===== src/sv/c3f_pkg.sv =====
`timescale 1ns / 1ps
`default_nettype none
// ----------------------------------------------------------------------------
// c3f_pkg: shared types and constants of the 3x3 convolution filter
// Sizes, configuration register codes, the settings bundle and the item
// bundles that pass between the window, arithmetic and output stages.
// ----------------------------------------------------------------------------
package c3f_pkg;

  // Line store depth and widest channel stride
  localparam int LINE_MAX   = 4096;
  localparam int MAX_STRIDE = 3;
  localparam int KSIZE      = 3;

  localparam int COL_W   = $clog2(LINE_MAX);      // column address bits
  localparam int EW      = COL_W + 1;             // effective width, holds LINE_MAX
  localparam int WIN_N   = 2 * MAX_STRIDE;        // stored taps per row
  localparam int WIN_IW  = (WIN_N > 1) ? $clog2(WIN_N) : 1;

  // Field widths fixed by the interface
  localparam int PIX_W     = 8;
  localparam int RAW_W_W   = 13;
  localparam int HEIGHT_W  = 16;
  localparam int STRIDE_W  = 2;
  localparam int COEF_W    = 16;
  localparam int KROW_W    = KSIZE * COEF_W;
  localparam int CFG_IDX_W = 3;
  localparam int FRAC_W    = 12;

  // Arithmetic widths
  localparam int PROD_W = PIX_W + 1 + COEF_W;     // unsigned byte times signed weight
  localparam int ROW_W  = PROD_W + 2;             // sum of three products
  localparam int TOT_W  = ROW_W + 2;              // sum of three rows

  // Output queue
  localparam int QDEPTH = 8;
  localparam int QPTR_W = $clog2(QDEPTH);
  localparam int QCNT_W = $clog2(QDEPTH + 1);

  typedef enum logic [CFG_IDX_W-1:0] {
    REG_WIDTH  = 3'd0,
    REG_HEIGHT = 3'd1,
    REG_STRIDE = 3'd2,
    REG_KTOP   = 3'd3,
    REG_KMID   = 3'd4,
    REG_KBOT   = 3'd5
  } cfg_reg_t;

  typedef struct packed {
    logic [EW-1:0]                   width;   // 1..LINE_MAX
    logic [HEIGHT_W-1:0]             height;
    logic [STRIDE_W-1:0]             stride;  // 1..MAX_STRIDE
    logic [KSIZE-1:0][KROW_W-1:0]    kernel;  // [0] top, [1] mid, [2] bottom
  } cfg_t;

  // Neighborhood of one centre: pix[row][col], col 0 = left, col 2 = right
  typedef struct packed {
    logic                                     valid;
    logic                                     last;
    logic [KSIZE-1:0][KSIZE-1:0][PIX_W-1:0]   pix;
  } taps_t;

  typedef struct packed {
    logic             valid;
    logic             last;
    logic [PIX_W-1:0] data;
  } res_t;

  function automatic logic [EW-1:0] eff_width(input logic [RAW_W_W-1:0] raw);
    logic [31:0] v;
    v = 32'(raw);
    if (v == 32'd0) v = 32'd1;
    if (v > 32'(LINE_MAX)) v = 32'(LINE_MAX);
    return v[EW-1:0];
  endfunction

  function automatic logic [STRIDE_W-1:0] eff_stride(input logic [STRIDE_W-1:0] raw);
    logic [31:0] v;
    v = 32'(raw);
    if (v == 32'd0) v = 32'd1;
    if (v > 32'(MAX_STRIDE)) v = 32'(MAX_STRIDE);
    return v[STRIDE_W-1:0];
  endfunction

endpackage
`default_nettype wire


===== src/sv/c3f_out_if.sv =====
`timescale 1ns / 1ps
`default_nettype none
// ----------------------------------------------------------------------------
// c3f_out_if: filtered result channel
// Valid/ready channel carrying one filtered byte and its frame end mark.
// ----------------------------------------------------------------------------
interface c3f_out_if;
  logic                     valid;
  logic                     ready;
  logic [c3f_pkg::PIX_W-1:0] filtered;
  logic                     frame_end;

  modport source (output valid, output filtered, output frame_end, input ready);
  modport sink   (input valid, input filtered, input frame_end, output ready);
endinterface
`default_nettype wire


===== src/sv/c3f_outq.sv =====
`timescale 1ns / 1ps
`default_nettype none
// ----------------------------------------------------------------------------
// c3f_outq: result queue with credit count
// Holds finished results; counts results claimed at the input but not yet
// taken, and closes the input when that count reaches the queue depth.
// ----------------------------------------------------------------------------
module c3f_outq (
  input  wire logic          clk,
  input  wire logic          rst,
  input  wire logic          claim,
  input  wire c3f_pkg::res_t res,
  c3f_out_if.source          pix_out,
  output logic               credit_ok
);
  import c3f_pkg::*;

  logic [PIX_W:0]    entry [QDEPTH];
  logic [QPTR_W-1:0] wr_ptr;
  logic [QPTR_W-1:0] rd_ptr;
  logic [QCNT_W-1:0] count;
  logic [QCNT_W-1:0] pending;
  logic [QCNT_W-1:0] count_next;
  logic [QCNT_W-1:0] pending_next;
  logic              pop;

  assign pix_out.valid     = (count != '0);
  assign pix_out.filtered  = entry[rd_ptr][PIX_W-1:0];
  assign pix_out.frame_end = entry[rd_ptr][PIX_W];
  assign pop               = pix_out.valid && pix_out.ready;
  assign credit_ok         = (pending < QCNT_W'(QDEPTH));

  always_comb begin
    count_next   = count + QCNT_W'(res.valid) - QCNT_W'(pop);
    pending_next = pending + QCNT_W'(claim) - QCNT_W'(pop);
  end

  always_ff @(posedge clk) begin
    if (rst) begin
      wr_ptr  <= '0;
      rd_ptr  <= '0;
      count   <= '0;
      pending <= '0;
    end else begin
      count   <= count_next;
      pending <= pending_next;
      if (res.valid) wr_ptr <= wr_ptr + QPTR_W'(1);
      if (pop)       rd_ptr <= rd_ptr + QPTR_W'(1);
    end
  end

  always_ff @(posedge clk) begin
    if (res.valid) begin
      entry[wr_ptr] <= {res.last, res.data};
    end
  end

endmodule
`default_nettype wire

===== src/flat_wrapper.sv =====
// flat-port wrapper written by rule: the top's interface ports become plain ports
module c3f_outq_flat import c3f_pkg::*;
  (clk, rst, claim, res, credit_ok, pix_out_valid, pix_out_filtered, pix_out_frame_end, pix_out_ready);
  c3f_out_if pix_out_i ();
  input  wire logic clk;
  input  wire logic rst;
  input  wire logic claim;
  input  wire c3f_pkg::res_t res;
  output logic credit_ok;
  output wire logic [$bits(pix_out_i.valid)-1:0] pix_out_valid;
  output wire logic [$bits(pix_out_i.filtered)-1:0] pix_out_filtered;
  output wire logic [$bits(pix_out_i.frame_end)-1:0] pix_out_frame_end;
  input wire logic [$bits(pix_out_i.ready)-1:0] pix_out_ready;
  assign pix_out_valid = pix_out_i.valid;
  assign pix_out_filtered = pix_out_i.filtered;
  assign pix_out_frame_end = pix_out_i.frame_end;
  assign pix_out_i.ready = pix_out_ready;
  c3f_outq u_core (.clk(clk), .rst(rst), .claim(claim), .res(res), .pix_out(pix_out_i), .credit_ok(credit_ok));
endmodule

===== config.mk =====
export PLATFORM = sky130hd
export DESIGN_NAME = c3f_outq_flat
export DESIGN_NICKNAME = d
export VERILOG_FILES = /design/src/sv/c3f_pkg.sv /design/src/sv/c3f_out_if.sv /design/src/sv/c3f_outq.sv /design/src/flat_wrapper.sv
export SDC_FILE = /design/constraint.sdc
export NUM_CORES = 1
export LEC_CHECK = 0
export ABC_AREA = 1
export BUFFER_PORTS_ARGS = -buffer_cell sky130_fd_sc_hd__buf_2
export CORE_ASPECT_RATIO = 0.7
export CORE_MARGIN = 8
export CORE_UTILIZATION = 40
export CTS_BUF_LIST = sky130_fd_sc_hd__clkbuf_4 sky130_fd_sc_hd__clkbuf_8
export CTS_CLUSTER_DIAMETER = 60
export DETAILED_ROUTE_END_ITERATION = 12
export PLACE_DENSITY = 0.66
export SLEW_MARGIN = 25
export SYNTH_ARGS = -nofsm -noshare
export SYNTH_HDL_FRONTEND = slang
export SYNTH_SLANG_ARGS = --single-unit

===== constraint.sdc =====
create_clock -name clk -period 2.25 [get_ports clk]
set_clock_uncertainty 0.15 [all_clocks]
set_input_delay 0.45 -clock clk [delete_from_list [all_inputs] [get_ports clk]]
set_output_delay 0.45 -clock clk [all_outputs]
set_load 0.05 [all_outputs]

==> flow_summary.json <==
{
  "cp_common_cell": "nand2_1",
  "post_dp_cell_area_sq_mm": 0.00435,
  "ys_warn_count": 0,
  "crit_required_ns": 1.65,
  "fmax_mhz": 468,
  "coreArea_sq_mm": 0.00980,
  "utilization_pct": 47.1,
  "portBuffers": 24,
  "cts_buffers": 9,
  "die-area_sq_mm": 0.0137,
  "area_growth_syn_to_layout_pct": 13.5,
  "slew_headroom_pct": 76.3,
  "fin_crit_sh_pct": 94.9,
  "drive_gt1_share_pct": 15.1,
  "num_vias": 2691,
  "cts_tree": "built",
  "power_mw": 4.81,
  "cp-end-kind": "primary output",
  "cap_violations": 0,
  "n_antenna_cell": 0,
  "place_congestion": 0.809,
  "final_cell_area_sq_mm": 0.00462,
  "num_rows": 30,
  "final_max_slew_viol_count": 0,
  "synth_area_sq_mm": 0.00407,
  "place_ws_ns": 0.145,
  "status": "finished clean",
  "cts_max_path_buffers": 2,
  "ctsHoldBuffers": 0,
  "cts_sinks": 89,
  "grt_overflow": 0,
  "grt_pass1_vias": 2623,
  "cp_slowest_cell": "dfxtp_2",
  "ant_nets": 0,
  "placed_cells": 582,
  "path_class": "flip-flop to primary output",
  "viasPerCell": 4.50,
  "fin_cells": 598,
  "yosys_register_bits": 89,
  "cp_slowest_stage_delay_ns": 0.42,
  "cts_setup_buffers": 0,
  "ys_types": 23,
  "insertion_delay_ns": 0.36,
  "whs_ns": 0.216,
  "die_w_um": 137,
  "mostFrequentLayoutCells": "129 x nand2_1, 91 x inv_1, 72 x edfxtp_1",
  "cp_top_family": "buffers and inverters",
  "syn_nets": 453,
  "seq_area_frac_synth_pct": 61.5,
  "avgRoutedWirePerCell_um": 13.2,
  "hold_viol_final": 0,
  "synth_top_cell_by_area": "edfxtp_1",
  "fin_crit_ns": 2.14,
  "grt_usage_pct": 12.4,
  "worst_pin_slew_ns": 0.354,
  "cts_root_buf": "clkbuf_8",
  "holdCritPathClass": "primary input to flip-flop",
  "initial_core_util_pct": 41.5,
  "fill_cells": 922,
  "cp-start-kind": "flip-flop",
  "vdd_ir_drop_max_mv": 0.583,
  "powerDensity_mw_per_mm2": 1040,
  "die_y_um": 100,
  "clkSlewWorstSetupHoldPaths_ns": 0.08,
  "finalSetupViolations": 0,
  "crit_chain": "buf_4 -> nand3_1 -> nand2_1 -> nand2_1 -> nand2_1 -> clkbuf_4",
  "syn_avg_cell_area_sq_um": 9.51,
  "path_buf_inv": 2,
  "grt_max_degree": 37,
  "io_pins": 25,
  "critPathArrivalTime_ns": 1.54,
  "dp_hpwl_um": 5340,
  "layout.nets": 490,
  "drtPass1Iterations": 4,
  "synthCells": 428,
  "final_common_cell": "nand2_1",
  "synthTopCellsByArea": "edfxtp_1 53%, nand2_1 12%, inv_1 8.4%",
  "grt_pass1_wl_um": 13100,
  "htree_levels": 3,
  "antenna_found_initial": 0,
  "setup_tns_ns": 0,
  "synth_top_area_share_pct": 53.1,
  "drt-total-wl_um": 7890,
  "drt_first_iter_violations": 155,
  "worstPathMaxFanout": 10,
  "finalWorstSetupSlack_ns": 0.114,
  "p_leak_nw": 2.15,
  "drc": 0
}
## worst register-to-register path: cells and delay by family, from the launching register on
family | cells | cell delay, ns
flops | 1 | 0.30
fa+ha+maj | 3 | 0.79
simple gates | 5 | 0.51
buf+inv | 1 | 0.08
xor+xnor | 1 | 0.15
## timing repair
| item | in CTS | in global routing |
|---|---|---|
| endpoints found under the setup margin | 6 | 13 |
| pin swaps | 0 | 2 |
| gates resized for setup | 3 | 12 |
## logic make-up (layout without fill, tap and decap cells)
group,count (synthesis),after routing,share of synthesized area (%)
adders and majority gates,11,11,3.75
xor gates and xnor gates,2,2,0.431
and+or+nand+nor,208,208,21.5
buffers and inverters,106,148,11.3
AOI/OAI and AO/OA,12,12,1.48
DFF,89,89,61.5
## where the power goes
| part | internal [mW] | switching, mW |
|---|---|---|
| Sequential | 1.90 | 0.0737 |
| Clock | 0.648 | 0.532 |
| Combinational | 0.541 | 1.12 |
| Total | 3.09 | 1.72 |
## metal layers
metal,vias up,global-route usage [%],wire length [um]
met1,1218,15.9,3710
met4,0,3.28,91
met5,-,0,0
li1,1396,-,-
met3,10,4.19,507
met2,67,19.7,3580
## state kept, by name, summed over array words and instances, names as in the netlist, named ones only
name	count
u_core.rd_ptr	3
u_core.pending	4
u_core.entry	72
u_core.wr_ptr	3
u_core.count	4
## synth_stat cells
| cell | n |
|---|---|
| nand2_1 | 129 |
| inv_1 | 91 |
| edfxtp_1 | 72 |
| nand3_1 | 41 |
| nor2_1 | 23 |
| dfxtp_1 | 17 |
| nand2_2 | 10 |
| a21oi_1 | 9 |
| ha_1 | 9 |
| buf_6 | 5 |
| buf_4 | 4 |
| buf_2 | 3 |
| o21ai_0 | 3 |
| fa_1 | 2 |
| or2_2 | 2 |
| clkinv_1 | 1 |
| inv_4 | 1 |
| inv_6 | 1 |
| nand3_2 | 1 |
| nand3b_1 | 1 |
| or2_1 | 1 |
| xnor2_1 | 1 |
| xor2_1 | 1 |
## final timing paths
check	slack (ns)	end	from	depth (start not counted)
worst max-delay path	0.11	pix_out_filtered[0]	flip-flop	6
worst min-delay path	0.22	u_core.count[1]$_SDFF_PP0_	rst	2
worst max register to register	0.17	u_core.pending[2]$_SDFF_PP0_	u_core.count[2]$_SDFF_PP0_	10
worst min register to register	0.36	u_core.rd_ptr[2]$_SDFFE_PP0P_	u_core.rd_ptr[2]$_SDFFE_PP0P_	2
## layout make-up
cell class	count	area, sq um	share of cell area, %
sequential	89	2510	54.3
multi-input combinational	233	1110	24.1
inverter	94	363	7.86
timing repair buffer	38	254	5.50
tap	128	160	3.47
clock buffer	10	138	2.98
clock inverter	6	81.3	1.76
No activity file was read; power rests on OpenSTA's default activity.
