## src/sv/c3f_pkg.sv

```systemverilog
`timescale 1ns / 1ps
`default_nettype none
// ----------------------------------------------------------------------------
// c3f_pkg: shared types and constants of the 3x3 convolution filter
// Sizes, configuration register codes, the settings bundle and the item
// bundles that pass between the window, arithmetic and output stages.
// ----------------------------------------------------------------------------
package c3f_pkg;

  // Line store depth and widest channel stride
  localparam int LINE_MAX   = 4096;
  localparam int MAX_STRIDE = 3;
  localparam int KSIZE      = 3;

  localparam int COL_W   = $clog2(LINE_MAX);      // column address bits
  localparam int EW      = COL_W + 1;             // effective width, holds LINE_MAX
  localparam int WIN_N   = 2 * MAX_STRIDE;        // stored taps per row
  localparam int WIN_IW  = (WIN_N > 1) ? $clog2(WIN_N) : 1;

  // Field widths fixed by the interface
  localparam int PIX_W     = 8;
  localparam int RAW_W_W   = 13;
  localparam int HEIGHT_W  = 16;
  localparam int STRIDE_W  = 2;
  localparam int COEF_W    = 16;
  localparam int KROW_W    = KSIZE * COEF_W;
  localparam int CFG_IDX_W = 3;
  localparam int FRAC_W    = 12;

  // Arithmetic widths
  localparam int PROD_W = PIX_W + 1 + COEF_W;     // unsigned byte times signed weight
  localparam int ROW_W  = PROD_W + 2;             // sum of three products
  localparam int TOT_W  = ROW_W + 2;              // sum of three rows

  // Output queue
  localparam int QDEPTH = 8;
  localparam int QPTR_W = $clog2(QDEPTH);
  localparam int QCNT_W = $clog2(QDEPTH + 1);

  typedef enum logic [CFG_IDX_W-1:0] {
    REG_WIDTH  = 3'd0,
    REG_HEIGHT = 3'd1,
    REG_STRIDE = 3'd2,
    REG_KTOP   = 3'd3,
    REG_KMID   = 3'd4,
    REG_KBOT   = 3'd5
  } cfg_reg_t;

  typedef struct packed {
    logic [EW-1:0]                   width;   // 1..LINE_MAX
    logic [HEIGHT_W-1:0]             height;
    logic [STRIDE_W-1:0]             stride;  // 1..MAX_STRIDE
    logic [KSIZE-1:0][KROW_W-1:0]    kernel;  // [0] top, [1] mid, [2] bottom
  } cfg_t;

  // Neighborhood of one centre: pix[row][col], col 0 = left, col 2 = right
  typedef struct packed {
    logic                                     valid;
    logic                                     last;
    logic [KSIZE-1:0][KSIZE-1:0][PIX_W-1:0]   pix;
  } taps_t;

  typedef struct packed {
    logic             valid;
    logic             last;
    logic [PIX_W-1:0] data;
  } res_t;

  function automatic logic [EW-1:0] eff_width(input logic [RAW_W_W-1:0] raw);
    logic [31:0] v;
    v = 32'(raw);
    if (v == 32'd0) v = 32'd1;
    if (v > 32'(LINE_MAX)) v = 32'(LINE_MAX);
    return v[EW-1:0];
  endfunction

  function automatic logic [STRIDE_W-1:0] eff_stride(input logic [STRIDE_W-1:0] raw);
    logic [31:0] v;
    v = 32'(raw);
    if (v == 32'd0) v = 32'd1;
    if (v > 32'(MAX_STRIDE)) v = 32'(MAX_STRIDE);
    return v[STRIDE_W-1:0];
  endfunction

endpackage
`default_nettype wire

```

## src/sv/c3f_mac.sv

```systemverilog
`timescale 1ns / 1ps
`default_nettype none
// ----------------------------------------------------------------------------
// c3f_mac: weighted sum and clamp
// Nine products, then three row sums, then the total, truncated toward zero
// and clamped to the byte range.
// ----------------------------------------------------------------------------
module c3f_mac (
  input  wire logic           clk,
  input  wire logic           rst,
  input  wire c3f_pkg::cfg_t  cfg,
  input  wire c3f_pkg::taps_t taps,
  output c3f_pkg::res_t       res
);
  import c3f_pkg::*;

  logic signed [PROD_W-1:0] prod_q [KSIZE][KSIZE];
  logic signed [ROW_W-1:0]  row_q  [KSIZE];
  logic                     p_valid, p_last;
  logic                     r_valid, r_last;
  logic signed [TOT_W-1:0]  total;
  logic [TOT_W-FRAC_W-1:0]  scaled;

  always_ff @(posedge clk) begin
    if (rst) begin
      p_valid <= 1'b0;
      r_valid <= 1'b0;
    end else begin
      p_valid <= taps.valid;
      r_valid <= p_valid;
    end
  end

  // Byte zero-extended and weight sign-extended to the full product width
  always_ff @(posedge clk) begin
    p_last <= taps.last;
    r_last <= p_last;
    for (int row = 0; row < KSIZE; row++) begin
      for (int col = 0; col < KSIZE; col++) begin
        prod_q[row][col] <= $signed(PROD_W'({1'b0, taps.pix[row][col]})) *
                            PROD_W'($signed(cfg.kernel[row][col*COEF_W +: COEF_W]));
      end
      row_q[row] <= ROW_W'(prod_q[row][0]) + ROW_W'(prod_q[row][1]) +
                    ROW_W'(prod_q[row][2]);
    end
  end

  always_comb begin
    total  = TOT_W'(row_q[0]) + TOT_W'(row_q[1]) + TOT_W'(row_q[2]);
    scaled = total[TOT_W-1:FRAC_W];
    res.valid = r_valid;
    res.last  = r_last;
    if (total[TOT_W-1]) begin
      res.data = '0;
    end else if (scaled > (TOT_W-FRAC_W)'(255)) begin
      res.data = '1;
    end else begin
      res.data = scaled[PIX_W-1:0];
    end
  end

endmodule
`default_nettype wire

```

## config.mk

```make
export PLATFORM = sky130hd
export DESIGN_NAME = c3f_mac
export DESIGN_NICKNAME = d
export VERILOG_FILES = /design/src/sv/c3f_pkg.sv /design/src/sv/c3f_mac.sv
export SDC_FILE = /design/constraint.sdc
export NUM_CORES = 2
export LEC_CHECK = 0
export ABC_CLOCK_PERIOD_IN_PS = 5700
export BUFFER_PORTS_ARGS = -buffer_cell sky130_fd_sc_hd__buf_2
export CORE_ASPECT_RATIO = 0.9
export CORE_MARGIN = 4
export CORE_UTILIZATION = 35
export DETAILED_ROUTE_END_ITERATION = 6
export PLACE_DENSITY = 0.61
export SYNTH_ARGS = -nofsm -noshare
export SYNTH_HDL_FRONTEND = slang
export SYNTH_SLANG_ARGS = --single-unit
export TNS_END_PERCENT = 20
```

## constraint.sdc

```tcl
create_clock -name clk -period 5.7 [get_ports clk]
set_input_delay 1.14 -clock clk [delete_from_list [all_inputs] [get_ports clk]]
set_output_delay 1.14 -clock clk [all_outputs]
set_load 0.05 [all_outputs]
```

==> impl_metrics.xml <==
<?xml version="1.0" encoding="UTF-8"?>
<metrics>
  <group name="status">
    <metric name="status" unit="">finished clean</metric>
  </group>
  <group name="route">
    <metric name="antenna_violating_nets_post_route" unit="">0</metric>
    <metric name="detail_route.first_pass.iterations" unit="">5</metric>
    <metric name="first_iter_violations" unit="">1529</metric>
    <metric name="number_of_vias_per_cell_after_detailed_routing" unit="">4.55</metric>
    <metric name="routed-via-count" unit="">38900</metric>
    <metric name="finalWirelength" unit="um">127000</metric>
    <metric name="routed_wirelength_normalized_by_instance_count" unit="um">14.9</metric>
    <metric name="post_detailed_route_drc_marker_count" unit="">0</metric>
  </group>
  <group name="timing">
    <metric name="post-route-period-util" unit="">0.969</metric>
    <metric name="hold-worst-slack" unit="ns">0.333</metric>
    <metric name="maxSlewHeadroom" unit="">0.557</metric>
    <metric name="layout_setup_ws" unit="ns">0.179</metric>
    <metric name="timing.fmax" unit="MHz">181</metric>
    <metric name="clock-skew-final" unit="ns">0.0398</metric>
    <metric name="worstMarginPinSlew" unit="ns">0.660</metric>
    <metric name="final_count_of_hold_timing_violations" unit="">0</metric>
    <metric name="final-setup-viol-count" unit="">0</metric>
    <metric name="maxSlewViolCount" unit="">0</metric>
    <metric name="final_period_minus_worst_setup_slack" unit="ns">5.52</metric>
  </group>
  <group name="pwr">
    <metric name="leakage" unit="nW">32.4</metric>
    <metric name="p_per_area" unit="nW/um^2">638</metric>
    <metric name="net-switching-power" unit="W">0.0196</metric>
    <metric name="p_sw_frac" unit="">0.496</metric>
    <metric name="seq_power_share" unit="">0.117</metric>
    <metric name="power.share.combinational" unit="">0.816</metric>
    <metric name="power.internal" unit="W">0.0199</metric>
    <metric name="clockPowerShare" unit="">0.067</metric>
    <metric name="ir_drop" unit="mV">0.587</metric>
  </group>
  <group name="layout">
    <metric name="final_net_count" unit="">8326</metric>
    <metric name="final_cell_mix" unit="">sky130_fd_sc_hd__inv_1, sky130_fd_sc_hd__fa_1, sky130_fd_sc_hd__and2_1</metric>
    <metric name="flow.area_growth_from_synthesis" unit="%">15.0</metric>
    <metric name="drive_gt1_frac" unit="">0.115</metric>
    <metric name="layout_commonest_cell" unit="">sky130_fd_sc_hd__inv_1</metric>
  </group>
  <group name="synth">
    <metric name="compound_gate_portion_of_the_synthesized_area" unit="">0.0677</metric>
    <metric name="post_synth_main_area_contributors" unit="">sky130_fd_sc_hd__fa_1, sky130_fd_sc_hd__ha_1, sky130_fd_sc_hd__dfxtp_1</metric>
    <metric name="synthesis.yosys.warnings" unit="">0</metric>
    <metric name="synthSimpleGateAreaFrac" unit="">0.157</metric>
    <metric name="proportion_of_synthesized_chip_area_in_sequential_cells" unit="">0.115</metric>
    <metric name="synth_top_family_by_area" unit="">adder cells</metric>
    <metric name="post-synth-top-area-cell" unit="">sky130_fd_sc_hd__fa_1</metric>
    <metric name="synth_fa_ha_area_frac" unit="">0.508</metric>
    <metric name="summed_instance_area_of_the_synthesized_netlist" unit="um^2">53800</metric>
    <metric name="synthesis.area_per_instance" unit="um^2">9.14</metric>
    <metric name="synthesis.nets" unit="">7716</metric>
    <metric name="postSynthCellCount" unit="">5891</metric>
    <metric name="postSynth.asyncResetShare" unit="">0</metric>
    <metric name="area_share_of_the_largest_cell_type_after_synthesis" unit="">0.380</metric>
    <metric name="synth-xor-area-share" unit="">0.0430</metric>
    <metric name="number_of_flops_mapped_to_enable_cells_by_yosys" unit="">0</metric>
    <metric name="ys_flop_type" unit="">sky130_fd_sc_hd__dfxtp_1</metric>
    <metric name="synth_mux_area_frac" unit="">0.000186</metric>
    <metric name="yosysUniqueCellTypes" unit="">63</metric>
    <metric name="ys_seq_elements" unit="">310</metric>
  </group>
  <group name="grt">
    <metric name="sum_of_overflow_across_all_layers_after_global_routing" unit="">0</metric>
    <metric name="pin_count_of_the_biggest_net_entering_global_routing" unit="">17</metric>
    <metric name="grt_pass1_wl" unit="um">215000</metric>
    <metric name="global_route_total_usage_across_every_layer" unit="">0.163</metric>
    <metric name="grt_antenna_before_repair" unit="">38</metric>
    <metric name="first_global_vias" unit="">41400</metric>
  </group>
  <group name="setup_path">
    <metric name="criticalPathCategory" unit="">flip-flop to output pin</metric>
    <metric name="critPathSlowestCell" unit="">sky130_fd_sc_hd__fa_1</metric>
    <metric name="worstReg2RegStart" unit="">prod_q[1][1]$_DFF_P_</metric>
    <metric name="critPathBufInv" unit="">5</metric>
    <metric name="path_depth" unit="">16</metric>
    <metric name="critical_path.endpoint_type" unit="">output pin</metric>
    <metric name="reg2reg_setup_slack" unit="ns">1.73</metric>
    <metric name="worst_setup_path_start_kind" unit="">flip-flop</metric>
    <metric name="required" unit="ns">4.56</metric>
    <metric name="cp_cell_sequence" unit="">inv_1 -&gt; fa_1 -&gt; inv_1 -&gt; ha_1 -&gt; a31oi_2 -&gt; o311ai_2 -&gt; buf_4 -&gt; o21ai_2 -&gt; a31oi_1 -&gt; a21o_1 -&gt; a221oi_4 -&gt; mux2i_1 -&gt; a2111oi_4 -&gt; buf_4 -&gt; a21oi_1 -&gt; buf_2</metric>
    <metric name="worstPathArrival" unit="ns">4.38</metric>
    <metric name="critPathLaunch" unit="">row_q[0][29]$_DFF_P_</metric>
    <metric name="cpPeakStageDelay" unit="ns">0.51</metric>
    <metric name="critical_path.endpoint" unit="">res[2]</metric>
    <metric name="path_delay_family" unit="">compound AO/OA/AOI/OAI gates</metric>
    <metric name="regToRegEndpoint" unit="">row_q[0][52]$_DFF_P_</metric>
    <metric name="cell_count_of_the_worst_reg_to_reg_path" unit="">14</metric>
    <metric name="maximum_net_fanout_on_the_critical_path" unit="">8</metric>
  </group>
  <group name="clock_tree">
    <metric name="clk_latency" unit="ns">0.57</metric>
    <metric name="clockRootBuffer" unit="">sky130_fd_sc_hd__clkbuf_16</metric>
    <metric name="tritoncts_num_sinks" unit="">310</metric>
    <metric name="max-clock-path-buffers" unit="">3</metric>
    <metric name="cts_inserted_buffers" unit="">37</metric>
    <metric name="cts.reportedPaths.clkPinSlew" unit="ns">0.06</metric>
    <metric name="ctsHtreeMaxLevel" unit="">2</metric>
    <metric name="tritoncts" unit="">done</metric>
  </group>
  <group name="floorplanning">
    <metric name="floorplan.initialDensity" unit="">0.352</metric>
    <metric name="die_area" unit="um^2">160000</metric>
    <metric name="fp.dieW" unit="um">421</metric>
    <metric name="io_pins" unit="">261</metric>
    <metric name="floorplan.core_area" unit="um^2">153000</metric>
    <metric name="std_cell_rows" unit="">136</metric>
    <metric name="dieHeight" unit="um">380</metric>
  </group>
  <group name="placement">
    <metric name="port-buffer-count" unit="">229</metric>
    <metric name="dpl_worst_slack" unit="ns">-0.480</metric>
    <metric name="place_hpwl" unit="um">114000</metric>
    <metric name="place_congestion" unit="">0.858</metric>
  </group>
  <group name="hold_path">
    <metric name="holdCritPathClass" unit="">flip-flop to flip-flop</metric>
  </group>
  <group name="run">
    <metric name="number_of_violations_of_the_max_capacitance_limit" unit="">0</metric>
  </group>
</metrics>
[stage by stage]
stage | util | setup TNS, ns | cells | power (W) | area, um^2
after CTS | 0.404 | 0 | 8529 | 0.0399 | 61800
final | 0.405 | 0 | 8541 | 0.0395 | 61900
after global routing | 0.405 | -0.00517 | 8538 | 0.0441 | 61900
after detailed placement | 0.395 | -4.27 | 8461 | 0.0368 | 60400
after floorplan | - | -0.0302 | 5891 | 0.0273 | 53900
after global placement | 0.395 | -3.69 | 8461 | 0.0364 | 60400
[power groups by stage]
stage	Combinational, W	Sequential, W	Clock [W]
2_1_floorplan	0.0231	0.00422	0
3_3_place_gp	0.0317	0.00469	0
3_5_place_dp	0.0321	0.00469	0
4_1_cts	0.0325	0.00466	0.00273
5_1_grt	0.0365	0.00476	0.00280
6_report	0.0322	0.00463	0.00265
[worst min-delay path by stage]
stage                         startpoint  cells after the start             end
after floorplan           p_last$_DFF_P_                      0  r_last$_DFF_P_
after global placement    p_last$_DFF_P_                      0  r_last$_DFF_P_
after detailed placement  p_last$_DFF_P_                      0  r_last$_DFF_P_
after CTS                 p_last$_DFF_P_                      0  r_last$_DFF_P_
after global routing      p_last$_DFF_P_                      0  r_last$_DFF_P_
final                     p_last$_DFF_P_                      0  r_last$_DFF_P_
[state kept, by name, summed over array words and instances, names as in the netlist]
register / cells
prod_q: 225
p_last: 1
row_q: 81
p_valid: 1
r_valid: 1
r_last: 1
[cells in the mapped netlist (45+ instances only)]
library cell               instances
sky130_fd_sc_hd__inv_1          1471
sky130_fd_sc_hd__nand2_1         527
sky130_fd_sc_hd__ha_1            552
sky130_fd_sc_hd__xor2_1           45
sky130_fd_sc_hd__and2_1          712
sky130_fd_sc_hd__nor2_1          157
sky130_fd_sc_hd__dfxtp_1         310
sky130_fd_sc_hd__nor3_1           53
sky130_fd_sc_hd__o21ai_0          81
sky130_fd_sc_hd__clkbuf_1         75
sky130_fd_sc_hd__a21o_1           76
sky130_fd_sc_hd__nand3_1          45
sky130_fd_sc_hd__xnor2_1         219
sky130_fd_sc_hd__a21oi_1         176
sky130_fd_sc_hd__fa_1           1022
[worst register-to-register path, delay by kind of cell, from the launching register on]
family / cells / cell delay, ns
AO/OA/AOI/OAI: 8 / 1.96
adder cells (fa/ha/maj): 3 / 1.16
flip-flops: 1 / 0.35
AND/OR/NAND/NOR: 1 / 0.19
XOR/XNOR: 1 / 0.13
buffers and inverters: 1 / 0.07
[what timing repair did]
action / 4_1_cts / 5_1_grt
endpoints found under the setup margin: 8 / 11
hold endpoints to repair: 0 / 0
resized for setup: 1 / 14
hold buffers: 0 / 0
setup buffers: 0 / 2
pin swaps: 0 / 2
[cell type report]
type / instances / area (um^2)
Clock inverter: 23 / 374
Sequential cell: 310 / 6210
Clock buffer: 45 / 996
Inverter: 1471 / 5520
Tap cell: 2001 / 2500
Multi-Input combinational cell: 4033 / 41900
Antenna cell: 10 / 25.0
Timing Repair Buffer: 648 / 4370
Fill cell: 15100 / 90900
[cell families (layout without fill, tap and decap cells)]
family	Yosys count	in the layout
AND/OR/NAND/NOR	1643	1643
adder cells (fa/ha/maj)	1574	1574
buffers and inverters	1548	2187
AO/OA/AOI/OAI	551	551
flip-flops	310	310
XOR/XNOR	264	264
multiplexers	1	1
other	0	10
[routing by layer]
layer | vias to the layer above | track usage | share of wire
li1 | 18900 | - | -
met5 | - | 0 | 0.00021
met4 | 4 | 0.0347 | 0.022
met1 | 19200 | 0.236 | 0.49
met3 | 144 | 0.0130 | 0.031
met2 | 593 | 0.266 | 0.46
(Power assumes the default switching activity.)
